**config.mk**
```make
export PLATFORM = sky130hd
export DESIGN_NAME = base64_stream_codec
export DESIGN_NICKNAME = d
export VERILOG_FILES = /design/src/rtl/b64sc_pkg.sv /design/src/rtl/b64sc_front.sv /design/src/rtl/b64sc_queue.sv /design/src/rtl/b64sc_back.sv /design/src/rtl/base64_stream_codec.sv
export SDC_FILE = /design/constraint.sdc
export NUM_CORES = 1
export LEC_CHECK = 0
export BUFFER_PORTS_ARGS = -buffer_cell sky130_fd_sc_hd__buf_2
export CAP_MARGIN = 40
export CORE_MARGIN = 4
export CORE_UTILIZATION = 45
export CTS_BUF_LIST = sky130_fd_sc_hd__clkbuf_8
export DETAILED_ROUTE_END_ITERATION = 7
export MAX_ROUTING_LAYER = met4
export SLEW_MARGIN = 20
export SYNTH_ARGS = -nofsm -noshare
export SYNTH_HDL_FRONTEND = slang
export SYNTH_SLANG_ARGS = --single-unit
```
**constraint.sdc**
```tcl
create_clock -name clk -period 11.75 [get_ports clk]
set_input_delay 0.5875 -clock clk [delete_from_list [all_inputs] [get_ports clk]]
set_output_delay 0.5875 -clock clk [all_outputs]
set_load 0.05 [all_outputs]
```
**src/rtl/b64sc_pkg.sv**
```systemverilog
`timescale 1ns / 1ps
// ----------------------------------------------------------------------------
// b64sc_pkg: shared types, constants and alphabet functions
// Result-group type between the front and back ends, alphabet characters,
// register indexes and the value/character mapping functions.
// ----------------------------------------------------------------------------
package b64sc_pkg;

  // Register indexes on the configuration port
  localparam int unsigned CfgIdxW = 2;
  localparam logic [CfgIdxW-1:0] REG_DIRECTION    = 2'd0;
  localparam logic [CfgIdxW-1:0] REG_ALT_ALPHABET = 2'd1;

  // Default depth of the group queue between front and back
  localparam int unsigned QUEUE_DEPTH = 2;

  // Alphabet characters
  localparam logic [7:0] STD_PAD = 8'h3D;  // '='
  localparam logic [7:0] ALT_PAD = 8'h2D;  // '-'
  localparam logic [7:0] STD_C62 = 8'h2B;  // '+'
  localparam logic [7:0] STD_C63 = 8'h2F;  // '/'
  localparam logic [7:0] ALT_C62 = 8'h5F;  // '_'
  localparam logic [7:0] ALT_C63 = 8'h2E;  // '.'

  // One group of results caused by one input beat.
  // bytes[0] goes out first; cnt is the number of results minus one.
  // last/err apply to the final result of the group only.
  typedef struct packed {
    logic [3:0][7:0] bytes;
    logic [1:0]      cnt;
    logic            last;
    logic            err;
  } job_t;

  // 6-bit value to alphabet character
  function automatic logic [7:0] char_of(input logic [5:0] v, input logic alt);
    logic [7:0] w;
    w = {2'b00, v};
    if (v < 6'd26)      return 8'h41 + w;
    else if (v < 6'd52) return 8'h61 + w - 8'd26;
    else if (v < 6'd62) return 8'h30 + w - 8'd52;
    else if (v == 6'd62) return alt ? ALT_C62 : STD_C62;
    else                return alt ? ALT_C63 : STD_C63;
  endfunction

  // Character to {invalid, value}
  function automatic logic [6:0] value_of(input logic [7:0] c, input logic alt);
    logic [7:0] d;
    d = 8'h00;
    if (c >= 8'h41 && c <= 8'h5A) begin
      d = c - 8'h41;
      return {1'b0, d[5:0]};
    end else if (c >= 8'h61 && c <= 8'h7A) begin
      d = c - 8'h61 + 8'd26;
      return {1'b0, d[5:0]};
    end else if (c >= 8'h30 && c <= 8'h39) begin
      d = c - 8'h30 + 8'd52;
      return {1'b0, d[5:0]};
    end else if (c == (alt ? ALT_C62 : STD_C62)) begin
      return 7'd62;
    end else if (c == (alt ? ALT_C63 : STD_C63)) begin
      return 7'd63;
    end
    return 7'd64;
  endfunction

endpackage

```
**src/rtl/b64sc_front.sv**
```systemverilog
`timescale 1ns / 1ps
// ----------------------------------------------------------------------------
// b64sc_front: beat intake and group builder
// Holds the mode registers and the per-message state, and turns each
// accepted beat into zero or one result group for the queue.
// ----------------------------------------------------------------------------
module b64sc_front (
  input  logic                            clk,
  input  logic                            rst_n,
  input  logic                            cfg_we,
  input  logic [b64sc_pkg::CfgIdxW-1:0]   cfg_index,
  input  logic                            cfg_data,
  input  logic                            accept,
  input  logic [7:0]                      in_byte,
  input  logic                            in_last,
  output logic                            push,
  output b64sc_pkg::job_t                 job
);

  logic        direction_r, alt_r;
  logic [1:0]  phase_r, phase_nxt;
  logic [23:0] partial_r, partial_nxt;
  logic        twp_r, twp_nxt;
  logic        failed_r, failed_nxt;

  logic [7:0]  pad;
  logic        is_pad;
  logic [6:0]  val;
  logic [7:0]  prev;
  logic [23:0] shifted;

  always_comb begin
    pad         = alt_r ? b64sc_pkg::ALT_PAD : b64sc_pkg::STD_PAD;
    is_pad      = (in_byte == pad);
    val         = is_pad ? 7'd0 : b64sc_pkg::value_of(in_byte, alt_r);
    prev        = partial_r[7:0];
    shifted     = {partial_r[17:0], val[5:0]};
    phase_nxt   = phase_r;
    partial_nxt = partial_r;
    twp_nxt     = twp_r;
    failed_nxt  = failed_r;
    push        = 1'b0;
    job         = '0;

    if (accept) begin
      if (!direction_r) begin
        // encode: a character goes out as soon as its six bits are known
        push = 1'b1;
        if (phase_r == 2'd1) begin
          job.bytes[0] = b64sc_pkg::char_of({prev[1:0], in_byte[7:4]}, alt_r);
          if (in_last) begin
            job.bytes[1] = b64sc_pkg::char_of({in_byte[3:0], 2'b00}, alt_r);
            job.bytes[2] = pad;
            job.cnt      = 2'd2;
            job.last     = 1'b1;
            phase_nxt    = 2'd0;
            partial_nxt  = '0;
          end else begin
            partial_nxt = {16'h0000, in_byte};
            phase_nxt   = 2'd2;
          end
        end else if (phase_r == 2'd2) begin
          job.bytes[0] = b64sc_pkg::char_of({prev[3:0], in_byte[7:6]}, alt_r);
          job.bytes[1] = b64sc_pkg::char_of(in_byte[5:0], alt_r);
          job.cnt      = 2'd1;
          job.last     = in_last;
          phase_nxt    = 2'd0;
          partial_nxt  = '0;
        end else begin
          job.bytes[0] = b64sc_pkg::char_of(in_byte[7:2], alt_r);
          if (in_last) begin
            job.bytes[1] = b64sc_pkg::char_of({in_byte[1:0], 4'b0000}, alt_r);
            job.bytes[2] = pad;
            job.bytes[3] = pad;
            job.cnt      = 2'd3;
            job.last     = 1'b1;
            phase_nxt    = 2'd0;
            partial_nxt  = '0;
          end else begin
            partial_nxt = {16'h0000, in_byte};
            phase_nxt   = 2'd1;
          end
        end
      end else if (failed_r) begin
        // skipping the rest of a failed message
        if (in_last) begin
          failed_nxt  = 1'b0;
          phase_nxt   = 2'd0;
          partial_nxt = '0;
          twp_nxt     = 1'b0;
        end
      end else if (val[6] || (phase_r != 2'd3 && in_last)) begin
        // bad character or early end: one error result
        push        = 1'b1;
        job.cnt     = 2'd0;
        job.last    = 1'b1;
        job.err     = 1'b1;
        phase_nxt   = 2'd0;
        partial_nxt = '0;
        twp_nxt     = 1'b0;
        failed_nxt  = !in_last;
      end else if (phase_r != 2'd3) begin
        partial_nxt = shifted;
        if (phase_r == 2'd2) twp_nxt = is_pad;
        phase_nxt = phase_r + 2'd1;
      end else begin
        // quartet complete; final pads trim the tail
        push         = 1'b1;
        job.bytes[0] = shifted[23:16];
        job.bytes[1] = shifted[15:8];
        job.bytes[2] = shifted[7:0];
        job.last     = in_last;
        if (in_last && is_pad) job.cnt = twp_r ? 2'd0 : 2'd1;
        else                   job.cnt = 2'd2;
        phase_nxt   = 2'd0;
        partial_nxt = '0;
        twp_nxt     = 1'b0;
      end
    end
  end

  always_ff @(posedge clk) begin
    if (!rst_n) begin
      direction_r <= 1'b0;
      alt_r       <= 1'b0;
      phase_r     <= 2'd0;
      partial_r   <= '0;
      twp_r       <= 1'b0;
      failed_r    <= 1'b0;
    end else if (cfg_we &&
                 (cfg_index == b64sc_pkg::REG_DIRECTION ||
                  cfg_index == b64sc_pkg::REG_ALT_ALPHABET)) begin
      if (cfg_index == b64sc_pkg::REG_DIRECTION) direction_r <= cfg_data;
      else                                       alt_r       <= cfg_data;
      phase_r   <= 2'd0;
      partial_r <= '0;
      twp_r     <= 1'b0;
      failed_r  <= 1'b0;
    end else begin
      phase_r   <= phase_nxt;
      partial_r <= partial_nxt;
      twp_r     <= twp_nxt;
      failed_r  <= failed_nxt;
    end
  end

endmodule

```
**src/rtl/b64sc_queue.sv**
```systemverilog
`timescale 1ns / 1ps
// ----------------------------------------------------------------------------
// b64sc_queue: small group queue
// Register FIFO of result groups between the front and back ends.
// ----------------------------------------------------------------------------
module b64sc_queue #(
  parameter int unsigned DEPTH = b64sc_pkg::QUEUE_DEPTH  // 2..8
) (
  input  logic            clk,
  input  logic            rst_n,
  input  logic            push,
  input  b64sc_pkg::job_t wr_job,
  input  logic            pop,
  output logic            full,
  output logic            not_empty,
  output b64sc_pkg::job_t rd_job
);

  localparam int unsigned AW = (DEPTH > 1) ? $clog2(DEPTH) : 1;
  localparam int unsigned CW = $clog2(DEPTH + 1);
  localparam logic [AW-1:0] LastPtr = AW'(DEPTH - 1);
  localparam logic [CW-1:0] Full    = CW'(DEPTH);

  b64sc_pkg::job_t  mem_r [DEPTH];
  logic [AW-1:0]    wr_ptr_r, rd_ptr_r;
  logic [CW-1:0]    count_r;

  assign full      = (count_r == Full);
  assign not_empty = (count_r != '0);
  assign rd_job    = mem_r[rd_ptr_r];

  always_ff @(posedge clk) begin
    if (push) mem_r[wr_ptr_r] <= wr_job;
  end

  always_ff @(posedge clk) begin
    if (!rst_n) begin
      wr_ptr_r <= '0;
      rd_ptr_r <= '0;
      count_r  <= '0;
    end else begin
      if (push) wr_ptr_r <= (wr_ptr_r == LastPtr) ? '0 : wr_ptr_r + 1'b1;
      if (pop)  rd_ptr_r <= (rd_ptr_r == LastPtr) ? '0 : rd_ptr_r + 1'b1;
      if (push && !pop)      count_r <= count_r + 1'b1;
      else if (pop && !push) count_r <= count_r - 1'b1;
    end
  end

endmodule

```
**src/rtl/b64sc_back.sv**
```systemverilog
`timescale 1ns / 1ps
// ----------------------------------------------------------------------------
// b64sc_back: result serializer
// Pops result groups and sends them out one beat per cycle while out_tready
// is high, through a registered output stage.
// ----------------------------------------------------------------------------
module b64sc_back (
  input  logic            clk,
  input  logic            rst_n,
  input  logic            q_not_empty,
  input  b64sc_pkg::job_t q_job,
  output logic            q_pop,
  output logic            out_tvalid,
  input  logic            out_tready,
  output logic [7:0]      out_tdata,
  output logic            out_tlast,
  output logic [0:0]      out_tuser
);

  b64sc_pkg::job_t cur_r;
  logic            cur_valid_r;
  logic            out_valid_r;
  logic [7:0]      out_data_r;
  logic            out_last_r, out_err_r;
  logic            adv, done;

  assign adv   = cur_valid_r && (!out_valid_r || out_tready);
  assign done  = adv && (cur_r.cnt == 2'd0);
  assign q_pop = q_not_empty && (!cur_valid_r || done);

  assign out_tvalid = out_valid_r;
  assign out_tdata  = out_data_r;
  assign out_tlast  = out_last_r;
  assign out_tuser  = out_err_r;

  always_ff @(posedge clk) begin
    if (q_pop) begin
      cur_r <= q_job;
    end else if (adv) begin
      cur_r.bytes <= {8'h00, cur_r.bytes[3:1]};
      cur_r.cnt   <= cur_r.cnt - 2'd1;
    end
    if (adv) begin
      out_data_r <= cur_r.bytes[0];
      out_last_r <= cur_r.last && (cur_r.cnt == 2'd0);
      out_err_r  <= cur_r.err && (cur_r.cnt == 2'd0);
    end
  end

  always_ff @(posedge clk) begin
    if (!rst_n) begin
      cur_valid_r <= 1'b0;
      out_valid_r <= 1'b0;
    end else begin
      if (q_pop)     cur_valid_r <= 1'b1;
      else if (done) cur_valid_r <= 1'b0;
      if (adv)             out_valid_r <= 1'b1;
      else if (out_tready) out_valid_r <= 1'b0;
    end
  end

endmodule

```
**src/rtl/base64_stream_codec.sv**
```systemverilog
`timescale 1ns / 1ps
// ----------------------------------------------------------------------------
// base64_stream_codec: streaming base64 encoder / decoder
// Byte stream in, character or byte stream out, mode set by register writes.
// ----------------------------------------------------------------------------
// Usage:
//  - in_*: one byte per beat, in_tlast on the final byte of a message.
//  - out_*: one result per beat; out_tuser[0] flags an error result, which
//    carries zero data and out_tlast, and means the message is discarded.
//  - cfg_*: register 0 direction (0 encode, 1 decode), register 1 alphabet
//    (0 standard with '=' pad, 1 '_' '.' with '-' pad). Each write restarts
//    the message state. Write only while the block is drained.
//  - Path: a beat's first result passes through the queue write, the
//    serializer load and the output register before it shows on out_*.
//  - Throughput: the serializer sends one result per cycle while out_tready
//    is high, so encoding sustains four characters per three bytes and
//    decoding takes one character per cycle.
//  - A stalled out_tready holds the output register; the queue absorbs up to
//    QUEUE_DEPTH groups, then in_tready drops. cfg_ready is always high.
//  - Reset (rst_n low, synchronous) clears mode, message state and queue.
// ----------------------------------------------------------------------------
module base64_stream_codec #(
  parameter int unsigned QUEUE_DEPTH = b64sc_pkg::QUEUE_DEPTH
) (
  input  logic                           clk,
  input  logic                           rst_n,
  input  logic                           in_tvalid,
  output logic                           in_tready,
  input  logic [7:0]                     in_tdata,   // [7:0] in_byte
  input  logic                           in_tlast,
  output logic                           out_tvalid,
  input  logic                           out_tready,
  output logic [7:0]                     out_tdata,  // [7:0] out_byte
  output logic                           out_tlast,
  output logic [0:0]                     out_tuser,  // [0] error
  input  logic                           cfg_valid,
  output logic                           cfg_ready,
  input  logic [b64sc_pkg::CfgIdxW-1:0]  cfg_index,
  input  logic                           cfg_data
);

  logic            q_full, q_not_empty, q_pop, push, accept;
  b64sc_pkg::job_t job, q_job;

  assign cfg_ready = 1'b1;
  assign in_tready = !q_full;
  assign accept    = in_tvalid && in_tready;

  b64sc_front u_front (
    .clk       (clk),
    .rst_n     (rst_n),
    .cfg_we    (cfg_valid && cfg_ready),
    .cfg_index (cfg_index),
    .cfg_data  (cfg_data),
    .accept    (accept),
    .in_byte   (in_tdata),
    .in_last   (in_tlast),
    .push      (push),
    .job       (job)
  );

  b64sc_queue #(.DEPTH(QUEUE_DEPTH)) u_queue (
    .clk       (clk),
    .rst_n     (rst_n),
    .push      (push),
    .wr_job    (job),
    .pop       (q_pop),
    .full      (q_full),
    .not_empty (q_not_empty),
    .rd_job    (q_job)
  );

  b64sc_back u_back (
    .clk         (clk),
    .rst_n       (rst_n),
    .q_not_empty (q_not_empty),
    .q_job       (q_job),
    .q_pop       (q_pop),
    .out_tvalid  (out_tvalid),
    .out_tready  (out_tready),
    .out_tdata   (out_tdata),
    .out_tlast   (out_tlast),
    .out_tuser   (out_tuser)
  );

  // A group is never written into a full queue
  a_no_overflow: assert property (@(posedge clk) disable iff (!rst_n)
    push |-> !q_full) else $error("group pushed into full queue");

  // An error group is a single closing result
  a_err_group: assert property (@(posedge clk) disable iff (!rst_n)
    (push && job.err) |-> (job.cnt == 2'd0 && job.last))
    else $error("malformed error group");

  // Error results carry zero data and close the message
  a_err_beat: assert property (@(posedge clk) disable iff (!rst_n)
    (out_tvalid && out_tuser[0]) |-> (out_tlast && out_tdata == 8'h00))
    else $error("bad error beat");

  // Pop only from a non-empty queue
  a_no_underflow: assert property (@(posedge clk) disable iff (!rst_n)
    q_pop |-> q_not_empty) else $error("pop from empty queue");

endmodule
```
After elaboration in Yosys (flattened, before gate mapping)
Memory sizes are Yosys's and may differ from the RTL's. A register that Yosys moved wholly into a read port is not among the register bits.
Index checks and enable logic that the tools add are counted.
{"block": "word_totals", "wordCells": 241, "memories": 1, "mem_bits_rw": 72, "ff_bits": 76}
{"memory": "u_queue.mem_r", "depth": 2, "width": 36, "rd": 1, "rd_clocked_by_memory_dff": 1, "wr": 1, "line_no": "b64sc_queue.sv:24", "rtl": "b64sc_pkg::job_t mem_r [DEPTH];"}
{"block": "op_classes", "reduce_logical": 37, "addsub": 41, "eq_ne": 15, "n_mux": 100, "order_cmp": 24, "bitwise": 2}
{"cell": "8-bit 2-to-1 mux", "count": 27}
{"cell": "7-bit by 6-bit adder with 8-bit output (first input constant)", "count": 12}
{"cell": "18-bit 2-to-1 mux", "count": 5}
{"cell": "27-bit 2-to-1 mux", "count": 3}
{"cell": "6-bit less-than comparator (second input constant)", "count": 12}
{"cell": "34-bit 2-to-1 mux", "count": 2}
{"cell": "7-bit 2-to-1 mux", "count": 8}
{"cell": "24-bit 2-to-1 mux", "count": 2}
{"cell": "8-bit by 5-bit subtractor with 8-bit output (second input constant)", "count": 6}
{"cell": "8-bit by 6-bit subtractor with 8-bit output (second input constant)", "count": 6}
{"cell": "6-bit by 6-bit adder with 7-bit output (first input constant)", "count": 6}
{"cell": "6-bit by 5-bit less-than comparator with 1-bit output (second input constant)", "count": 6}
{"cell": "36-bit 2-to-1 mux", "count": 1}
{"cell": "1-bit 2-to-1 mux", "count": 33}
{"cell": "16-bit 2-to-1 mux", "count": 2}
{"cell": "28-bit 2-to-1 mux", "count": 1}
{"cell": "6-bit equality test (second input constant)", "count": 4}
{"cell": "2-bit 2-to-1 mux", "count": 11}
{"cell": "19-bit 2-to-1 mux", "count": 1}
{"cell": "8-bit by 6-bit equality test with 1-bit output", "count": 2}
{"cell": "8-bit by 7-bit >= comparator with 1-bit output (second input constant)", "count": 2}
{"cell": "8-bit by 7-bit less-or-equal comparator with 1-bit output (second input constant)", "count": 2}
{"cell": "1-bit logical AND", "count": 14}
{"cell": "6-bit subtractor (second input constant)", "count": 2}
{"cell": "24 further kinds", "count": 49}

Depth between registers and ports, before layout
{"block": "logic_depth", "word_depth": 18, "ltp_mapped": 13, "ltp_nobuf": 11}

Cells and area by module
From an unflattened synthesis, not the netlist that was laid out.
{"block": "unflattened", "hier_cells": 887, "hier_area_um2": 9105.0}
{"module": "b64sc_front", "area_per_inst_um2": 4271.6, "cells_per_inst": 648, "instances": 1}
{"module": "b64sc_queue", "area_per_inst_um2": 2827.7, "cells_per_inst": 134, "instances": 1}
{"module": "b64sc_back", "area_per_inst_um2": 1984.4, "cells_per_inst": 101, "instances": 1}
{"module": "base64_stream_codec", "area_per_inst_um2": 21.3, "cells_per_inst": 4, "instances": 1}

Worst setup path before layout
No wires, ideal clock.
{"block": "synth_path", "path_type": "input -> register", "start": "in in_tdata[6]", "end": "mem u_queue.mem_r[0][0] in the netlist's numbering, enable pin", "cell_stages": 9, "arrival_time_ps": 4017, "slack_ps": 7310, "path_cell_list": "buf_2 > buf_1 > inv_1 > ha_1 > a32o_1 > o2bb2ai_1 > nor4_2 > o21ba_2 > nor2b_1"}
{"block": "synth_via", "elab_chain_cells": 15}
{"item": "from (decl)", "line_no": "base64_stream_codec.sv:29", "rtl": "input logic [7:0] in_tdata,"}
{"item": "branches (longest 7 deep; another with 8-bit by 6-bit >= comparator with 1-bit output)"}
{"item": "7-bit 2-to-1 mux (*)", "line_no": "b64sc_front.sv:35", "rtl": "val = is_pad ? 7'd0 : b64sc_pkg::value_of(in_byte, alt_r);"}
{"item": "1-bit logical OR (*)", "line_no": "b64sc_front.sv:92", "rtl": "end else if (val[6] || (phase_r != 2'd3 && in_last)) begin"}
{"item": "1-bit 2-to-1 mux (*)", "line_no": "b64sc_front.sv:92"}
{"item": "1-bit 2-to-1 mux (*)", "line_no": "b64sc_front.sv:84", "rtl": "end else if (failed_r) begin"}
{"item": "1-bit 2-to-1 mux (*)", "line_no": "b64sc_front.sv:46", "rtl": "if (!direction_r) begin"}
{"item": "1-bit 2-to-1 mux (*)", "line_no": "b64sc_front.sv:45", "rtl": "if (accept) begin"}
{"item": "1-bit 2-to-1 mux (*)", "line_no": "b64sc_queue.sv:33", "rtl": "if (push) mem_r[wr_ptr_r] <= wr_job;"}
{"item": "1-bit 2-to-1 mux (implied by the code) (*)", "line_no": "b64sc_queue.sv:33"}
{"item": "to (decl)", "line_no": "b64sc_queue.sv:24"}
Every way passes the cells marked *.

Worst setup path in the final report
{"block": "layout_path", "start": "in in_tdata[4]", "end": "reg u_queue.count_r[1]"}
{"block": "layout_via", "elab_chain_cells": 16}
{"item": "branches (longest 7 deep; another with 8-bit by 6-bit >= comparator with 1-bit output)"}
{"item": "7-bit 2-to-1 mux (*)", "line_no": "b64sc_front.sv:35"}
{"item": "1-bit logical OR (*)", "line_no": "b64sc_front.sv:92"}
{"item": "1-bit 2-to-1 mux (*)", "line_no": "b64sc_front.sv:92"}
{"item": "1-bit 2-to-1 mux (*)", "line_no": "b64sc_front.sv:84"}
{"item": "1-bit 2-to-1 mux (*)", "line_no": "b64sc_front.sv:46"}
{"item": "1-bit 2-to-1 mux (*)", "line_no": "b64sc_front.sv:45"}
{"item": "1-bit zero test", "line_no": "b64sc_queue.sv:45", "rtl": "else if (pop && !push) count_r <= count_r - 1'b1;"}
{"item": "1-bit logical AND", "line_no": "b64sc_queue.sv:45"}
{"item": "2-bit nonzero test (no source line)"}
{"item": "to (signal assigned)", "line_no": "b64sc_queue.sv:44", "rtl": "if (push && !pop) count_r <= count_r + 1'b1;"}
{"item": "to (signal assigned)", "line_no": "b64sc_queue.sv:45"}
{"item": "to (decl)", "line_no": "b64sc_queue.sv:26", "rtl": "logic [CW-1:0] count_r;"}
Marked as above.
A chain may end at the register's enable or synchronous reset.

==> flow_summary.ini <==
[yosys]
yosysSeqAreaShare = 0.444
synth_top_area_frac = 0.368
syn_nets = 913
yosysTopAreaCell = edfxtp_1
synth_edf_count = 100
synthTopCellsByArea = edfxtp_1 (37%), dfxtp_1 (7.6%), ha_1 (5.1%)
synth_seq_cells = 131
synth_cell_type_count = 77
syn_inst = 863
ys.flop_type = edfxtp_1
netlist_area_um2 = 8170
async_reset_ff_frac = 0
yosysWarnings = 0
syn_area_per_cell_um2 = 9.46

[clocking]
postCtsHoldBufs = 0
cts_buffer_depth = 2
path_clk_slew_ps = 70
clockRootBuffer = clkbuf_8
cts_htree_levels = 4
clock_latency_ps = 430
cts_tree = built
ctsResizeCount = 0
post_cts_buffers = 0
cts.sinks = 131
cts-buffers-inserted = 17

[final_layout]
fin_area_um2 = 8860
post-route-util = 0.495
mostFrequentLayoutCell = edfxtp_1
nFillCells = 1719
final_cell_mix = edfxtp_1 (100), a21oi_1 (76), nand2_1 (73), nor2_1 (65), o21ai_0 (55)
drive_gt1_frac = 0.109
area_delta_synth_final_pct = 8.50
layout.nets = 909

[sta]
final-max-slew-violation-count = 0
clock_skew_ps = 13.2
worst_slew_pin_slew_ps = 1070
tns_ps = 0
fmax_ghz = 0.265
finalHoldViolCount = 0
period_share = 0.321
maxSlewHeadroom = 0.288
fin_crit_ps = 3770
rsz0062_at_grt = no
setup_viol = 0

[detailed_routing]
avgRoutedWirePerCell_um = 22.4
firstDrtPassIters = 6
drtAntennaViolNets = 0
vias_per_cell = 6.26
vias = 6896
drt_wl_total_mm = 24.6
drcViolationCount = 0
drt-initial-drc-count = 708

[placement]
dpl-instance-area_um2 = 8390
gp_congestion = 0.961
io_buffers = 28
hpwl_mm = 17.8

[worst_setup_path]
end_kind = flop
required_ps = 12090
cp_max_fo = 25
crit_type = primary input to flop
worstPathArrival_ps = 4110
start_kind = primary input

[global_route]
antenna_found_initial = 0
grt_first_pass_wirelength_mm = 38.3
grt-ovfl-total = 0
grt_pass1_vias = 6688
grt_max_degree = 47
globalRouteTotalUtil = 0.250

[power_and_ir_drop]
p_per_area_nw_per_um2 = 189
p_total_mw = 1.68
leakage_nw = 3.16
vdd_drop_max_mv = 0.189

[hold_path]
hold_path.class = flop to flop

[floorplan]
fp.dieArea_um2 = 20400
io_pins = 30
start_util = 0.456
chipHeight_um = 143
core-area_um2 = 17900
die-width_um = 143
row_count = 49

[job]
maxCapViolCount = 0

[outcome]
status = finished, final reports clean
worst paths after layout:
path                                          start                               to  slack (ps)  cells after the start
setup / recovery                        in_tdata[4]  u_queue.count_r[1]$_SDFFE_PN0P_        7980                     11
setup reg to reg  u_front.partial_r[1]$_SDFFE_PP0P_    u_queue.mem_r[1][6]$_DFFE_PP_        8420                      8
hold reg to reg          u_back.cur_r[11]$_DFFE_PP_    u_back.out_tdata[7]$_DFFE_PP_         420                      0
hold / removal           u_back.cur_r[11]$_DFFE_PP_    u_back.out_tdata[7]$_DFFE_PP_         420                      0
cell families (layout without fill, tap and decap cells):
kind of cell / Yosys count / after routing / share of synthesized area
multiplexers: 34 / 34 / 0.0424
AND/OR/NAND/NOR: 271 / 271 / 0.163
other: 1 / 2 / 0.000459
buffers and inverters: 95 / 104 / 0.0478
AO/OA/AOI/OAI: 264 / 264 / 0.216
XOR/XNOR: 34 / 34 / 0.0365
adder cells (fa/ha/maj): 33 / 33 / 0.0506
flip-flops: 131 / 131 / 0.444
power breakdown:
| part | internal [mW] | switching (mW) | leakage [nW] | total (mW) |
|---|---|---|---|---|
| sequential | 0.678 | 0.0385 | 1.22 | 0.717 |
| clock | 0.230 | 0.170 | 0.215 | 0.400 |
| combinational | 0.175 | 0.386 | 1.73 | 0.562 |
| total | 1.08 | 0.595 | 3.16 | 1.68 |
routing by layer:
layer | wire, µm | vias up | part of all wire | global-route usage
li1 | - | 3203 | - | -
met1 | 10700 | 3304 | 0.44 | 0.322
met2 | 11800 | 327 | 0.48 | 0.398
met3 | 1300 | 62 | 0.053 | 0.0368
met4 | 844 | 0 | 0.034 | 0.0980
met5 | 0 | - | 0 | -
worst max-delay path: stages:
cell      delay, ps
buf_2           470
inv_1           350
ha_1            450
inv_1           140
nor3b_1          70
a32o_2          340
nor4_2          590
o21ba_2         280
ha_1            260
or3_1           350
a21boi_0        190
per-stage QoR:
step / instances / hold WS (ps) / worst slack, ps
after global routing: 1101 / 422 / 7850
after CTS: 1096 / 394 / 7450
final: 1102 / 423 / 7980
after floorplan: 863 / 400 / 7310
after detailed placement: 1064 / 405 / 7010
after global placement: 1062 / 401 / 7230
cell type report:
type / instances / area, µm² / share of cell area
multi-input combinational: 637 / 4160 / 0.469
sequential: 131 / 3620 / 0.409
timing repair buffer: 42 / 258 / 0.0291
clock buffer: 17 / 234 / 0.0264
tap: 229 / 287 / 0.0323
antenna: 1 / 2.50 / 0.000282
clock inverter: 15 / 189 / 0.0213
inverter: 30 / 113 / 0.0127
state kept, by name, summed over array words and instances (netlist names), 2 cells and up, named ones only:
name and flops:
u_back.cur_r 30, u_back.out_tdata 8, u_front.partial_r 18, u_front.phase_r 2, u_queue.count_r 2, u_queue.mem_r 60
cells in the mapped netlist, types with 11 or more instances:
cell and number:
nor3_1 29, nor2b_1 11, and2_1 14, dfxtp_1 31, nand2_1 73, nor2_1 65, nand2b_1 15, clkbuf_1 42
inv_1 27, a22oi_1 11, ha_1 33, o21ai_0 55, edfxtp_1 100, a21oi_1 76, nand3_1 24, a221oi_1 17
mux2i_1 29, xnor2_1 25, a211oi_1 21
(Power assumes the default switching activity.)
